`config.mk`:
```
export PLATFORM = sky130hd
export DESIGN_NAME = ffcl_queue
export DESIGN_NICKNAME = d
export VERILOG_FILES = /design/src/design/ffcl_pkg.sv /design/src/design/ffcl_queue.sv
export VERILOG_INCLUDE_DIRS = /design/src /design/src/design
export SDC_FILE = /design/constraint.sdc
export NUM_CORES = 1
export LEC_CHECK = 0
export BUFFER_PORTS_ARGS = -buffer_cell sky130_fd_sc_hd__buf_2
export CELL_PAD_IN_SITES_DETAIL_PLACEMENT = 0
export CELL_PAD_IN_SITES_GLOBAL_PLACEMENT = 1
export CORE_UTILIZATION = 35
export DETAILED_ROUTE_END_ITERATION = 7
export PLACE_DENSITY = 0.71
export SLEW_MARGIN = 20
export SYNTH_ARGS = -nofsm -noshare
export SYNTH_HDL_FRONTEND = slang
export SYNTH_SLANG_ARGS = --single-unit
```
`constraint.sdc`:
```
create_clock -name clk -period 11.05 [get_ports clk]
set_input_delay 2.21 -clock clk [delete_from_list [all_inputs] [get_ports clk]]
set_output_delay 2.21 -clock clk [all_outputs]
set_load 0.01 [all_outputs]
```
`src/design/face_fraction_from_corner_levelset_core_defines.svh`:
```
// Assertion macros shared by the face fraction core modules.
`ifndef FACE_FRACTION_FROM_CORNER_LEVELSET_CORE_DEFINES_SVH
`define FACE_FRACTION_FROM_CORNER_LEVELSET_CORE_DEFINES_SVH

// Condition must never hold outside reset.
`define FFCL_ASSERT_NEVER(lbl, clk, rst_n, cond) \
	lbl: assert property (@(posedge clk) disable iff (!rst_n) !(cond)) \
		else $error("ffcl: forbidden condition seen");

// Antecedent implies consequent on the next cycle.
`define FFCL_ASSERT_NEXT(lbl, clk, rst_n, ante, cons) \
	lbl: assert property (@(posedge clk) disable iff (!rst_n) (ante) |=> (cons)) \
		else $error("ffcl: next-cycle check failed");

`endif

```
`src/design/ffcl_pkg.sv`:
```
// Package for the face fraction core: widths, share modes and item types.
package ffcl_pkg;

	localparam int PHI_W        = 24;
	localparam int VAL_W        = PHI_W + 2;
	localparam int OP_W         = VAL_W + 1;
	localparam int PROD_W       = 2 * OP_W;
	localparam int OUT_FRAC     = 16;
	localparam int SHARE_W      = OUT_FRAC + 1;
	localparam int THRESH_W     = 17;
	localparam int N_TRI        = 4;
	localparam int QUEUE_DEPTH_DEF = 4;
	localparam logic [THRESH_W-1:0] THRESH_RESET = 17'd58982;
	localparam logic [SHARE_W-1:0]  SHARE_ONE    = 17'd65536;

	// How a triangle's covered share is built from its quotient
	typedef enum logic [1:0] {
		SH_ONE,
		SH_INV,
		SH_DIRECT,
		SH_NONE
	} share_mode_t;

	typedef struct packed {
		share_mode_t        mode;
		logic [PROD_W-1:0]  num;
		logic [PROD_W-1:0]  den;
	} tri_op_t;

	typedef tri_op_t [N_TRI-1:0] face_item_t;

	typedef struct packed {
		logic full;
		logic empty;
	} q_stat_t;

endpackage

```
`src/design/ffcl_queue.sv`:
```
// Short queue of classified items between front and back.
`include "face_fraction_from_corner_levelset_core_defines.svh"
module ffcl_queue #(
	parameter int DEPTH = ffcl_pkg::QUEUE_DEPTH_DEF
) (
	input  logic                 clk,
	input  logic                 arst_n,
	input  logic                 push,
	input  ffcl_pkg::face_item_t push_item,
	input  logic                 pop,
	output ffcl_pkg::face_item_t head_item,
	output ffcl_pkg::q_stat_t    stat
);

	localparam int PTR_W = $clog2(DEPTH);
	localparam int CNT_W = $clog2(DEPTH + 1);

	ffcl_pkg::face_item_t mem_q [DEPTH];
	logic [PTR_W-1:0]     wr_ptr_q, rd_ptr_q;
	logic [CNT_W-1:0]     cnt_q;

	assign stat.full  = (cnt_q == CNT_W'(DEPTH));
	assign stat.empty = (cnt_q == '0);
	assign head_item  = mem_q[rd_ptr_q];

	// Pointers and fill count
	always_ff @(posedge clk or negedge arst_n) begin
		if (!arst_n) begin
			wr_ptr_q <= '0;
			rd_ptr_q <= '0;
			cnt_q    <= '0;
		end else begin
			if (push) begin
				wr_ptr_q <= (wr_ptr_q == PTR_W'(DEPTH - 1)) ? '0 : wr_ptr_q + 1'b1;
			end
			if (pop) begin
				rd_ptr_q <= (rd_ptr_q == PTR_W'(DEPTH - 1)) ? '0 : rd_ptr_q + 1'b1;
			end
			if (push && !pop) begin
				cnt_q <= cnt_q + 1'b1;
			end else if (pop && !push) begin
				cnt_q <= cnt_q - 1'b1;
			end
		end
	end

	// Storage
	always_ff @(posedge clk) begin
		if (push) begin
			mem_q[wr_ptr_q] <= push_item;
		end
	end

	`FFCL_ASSERT_NEVER(a_no_overflow, clk, arst_n, push && stat.full)
	`FFCL_ASSERT_NEVER(a_no_underflow, clk, arst_n, pop && stat.empty)
	`FFCL_ASSERT_NEXT(a_count_up, clk, arst_n, push && !pop, cnt_q == CNT_W'($past(cnt_q) + 1'b1))

endmodule

```
==> impl_metrics.toml <==
[power]
peakVddDrop_v = 0.0001931
p_per_area_nw_per_um2 = 266.4
p_leak_nw = 25.63

[flow_run]
maxCapViolCount = 0

[synth]
netlist_area_sq_um = 63920
syn_inst = 2335
avgSynthCellArea_sq_um = 27.38
yosys_register_bits = 1767
syn_nets = 2786
yosys_warnings = 0
synth.distinct_cells = 19
synth_seq_area_share_pct = 82.95

[global_route]
grt_pass1_vias = 29780
grt_pass1_wl_um = 204400
grt_max_degree = 131
grt_usage_pct = 15.09
antenna_found_initial = 69
grt_overflow = 0

[clock_network]
cts.sink_count = 1767
holdBufCountCts = 0
clk_pin_slew_ns = 0.06
cts_htree_levels = 4
tritoncts = "yes"
clock_latency_ns = 0.83
clockBufferDepth = 3
cts-root-buf = "clkbuf_16"
cts_resized = 0
cts_setup_buffers = 0
cts_made_buffers = 182

[sta]
setup_viol = 0
relSlewSlack_pct = 26.47
max_freq_mhz = 157.7
period_needed_ns = 6.340
worstMarginPinSlew_ns = 1.103
hold_slack_ns = 0.4842
final-hold-violation-count = 0
clock_skew_ns = 0.04474
rsz0062_at_grt = "no"
fin_crit_sh_pct = 57.38
timing.final.max_slew_violations = 0

[route]
drcViolationCount = 0
ant_nets = 0
drtIter0Drc = 1647
viasPerCell = 4.915
vias = 28890
wl_um = 141500
wl_per_cell_um = 24.08
first_pass_iters = 5

[die]
placementRows = 156
io_pins = 886
die_w_um = 429.4
coreArea_sq_um = 181100
dieHeight_um = 429.4
initial_core_util_pct = 35.29
die_area_sq_um = 184400

[setup_path]
crit_fanout = 55
cp_slowest_cell = "dfrtp_4"
arrival_ns = 4.13
path_cells = "buf_4, buf_4, mux4_2, buf_2"
critical_path_required_ns = 8.84
cpPeakStageDelay_ns = 0.98
critical_path.startpoint_type = "flip-flop"
endpoint_kind = "output port"
crit_type = "reg2out"
crit_top_cell = "buf_4"

[final_layout]
nFillCells = 15570
layout_common_cells = "1760 x edfxtp_1, 885 x buf_2, 440 x mux4_2"
final_util_pct = 42.42
syn_to_final_growth_pct = 20.20
layout_commonest_cell = "edfxtp_1"
nets = 3790
drive_gt1_share_pct = 46.45

[min_path]
hold_path.class = "reg2reg"

[place]
numPortBuffers = 885
dp_hpwl_um = 88340
gp_congestion = 0.7994

[run_status]
status = "complete, no violations"
[cells in the mapped netlist (all sizes together)]
master | n | area [sq um]
and2 | 4 | 25.02
buf | 92 | 728.2
clkbuf | 6 | 22.52
dfrtp | 7 | 175.2
edfxtp | 1760 | 52850
fa | 1 | 20.02
ha | 6 | 75.07
inv | 4 | 15.01
mux2 | 3 | 33.78
mux4 | 440 | 9910
nand2 | 2 | 7.510
nor2 | 3 | 11.26
nor3 | 1 | 5.000
nor3b | 1 | 7.510
o21ai | 2 | 10.01
xnor2 | 1 | 8.760
xor2 | 2 | 17.52
[final timing paths]
| kind | endpoint | cells past startpoint | slack (ns) | startpoint |
|---|---|---|---|---|
| max | head_item[173] | 4 | 4.71 | rd_ptr_q[1] |
| min | cnt_q[2] | 1 | 0.48 | cnt_q[2] |
| max reg2reg | mem_q[2][177] | 5 | 7.57 | wr_ptr_q[0] |
| min reg2reg | cnt_q[2] | 1 | 0.48 | cnt_q[2] |
| max in group asynchronous | rd_ptr_q[0] | 1 | 9.63 | arst_n |
| min in group asynchronous | rd_ptr_q[1] | 1 | 1.22 | arst_n |
[metal layers]
layer	part of all wire, %	track usage [%]
met3	7.7	5.190
met4	3.5	5.749
met5	0.20	0
met1	38	17.96
met2	50	25.18
[layout make-up]
type | instances | area (sq um) | share of cell area [%]
inverters | 4 | 15.01 | 0.01954
repair buffers | 918 | 4840 | 6.299
diodes | 24 | 60.06 | 0.07816
clock buffers | 216 | 4682 | 6.094
multi-input cells | 466 | 10140 | 13.20
flip-flops and latches | 1767 | 53030 | 69.02
well taps | 2370 | 2965 | 3.859
clock inverters | 112 | 1099 | 1.430
[kinds of logic after synthesis]
| kind of cell | Yosys count | synth area share [%] |
|---|---|---|
| DFF | 1767 | 82.95 |
| muxes | 443 | 15.56 |
| buffers and inverters | 102 | 1.198 |
| and+or+nand+nor | 11 | 0.08808 |
| adders and majority gates | 7 | 0.1488 |
| xor gates and xnor gates | 3 | 0.04111 |
| AOI/OAI and AO/OA | 2 | 0.01566 |
[worst max-delay path, delay by kind of cell (launching register included)]
kind | cells | cell delay (ns)
buffers and inverters | 3 | 1.70
DFF | 1 | 0.98
muxes | 1 | 0.44
[metrics by stage]
step	instance area, sq um	total power [W]	instances	worst slack, ns	TNS, ns
after floorplan	63930	0.01286	2335	-1.838	-808.69
after global placement	70990	0.01484	5525	5.476	0
after detailed placement	70990	0.01489	5525	5.455	0
after CTS	76770	0.02081	5853	4.505	0
after global routing	76800	0.02131	5864	4.375	0
final	76830	0.02047	5877	4.710	0
[flip-flops by register name, summed over array words and instances (netlist names)]
register and cells:
cnt_q 3, rd_ptr_q 2, mem_q 1760, wr_ptr_q 2
[report_power, final]
group	switching (W)	internal [W]	total (W)
logic	0.00326	0.00246	0.00572
clock network	0.00254	0.00333	0.00588
registers	0.000286	0.00859	0.00887
(Power assumes the default switching activity.)
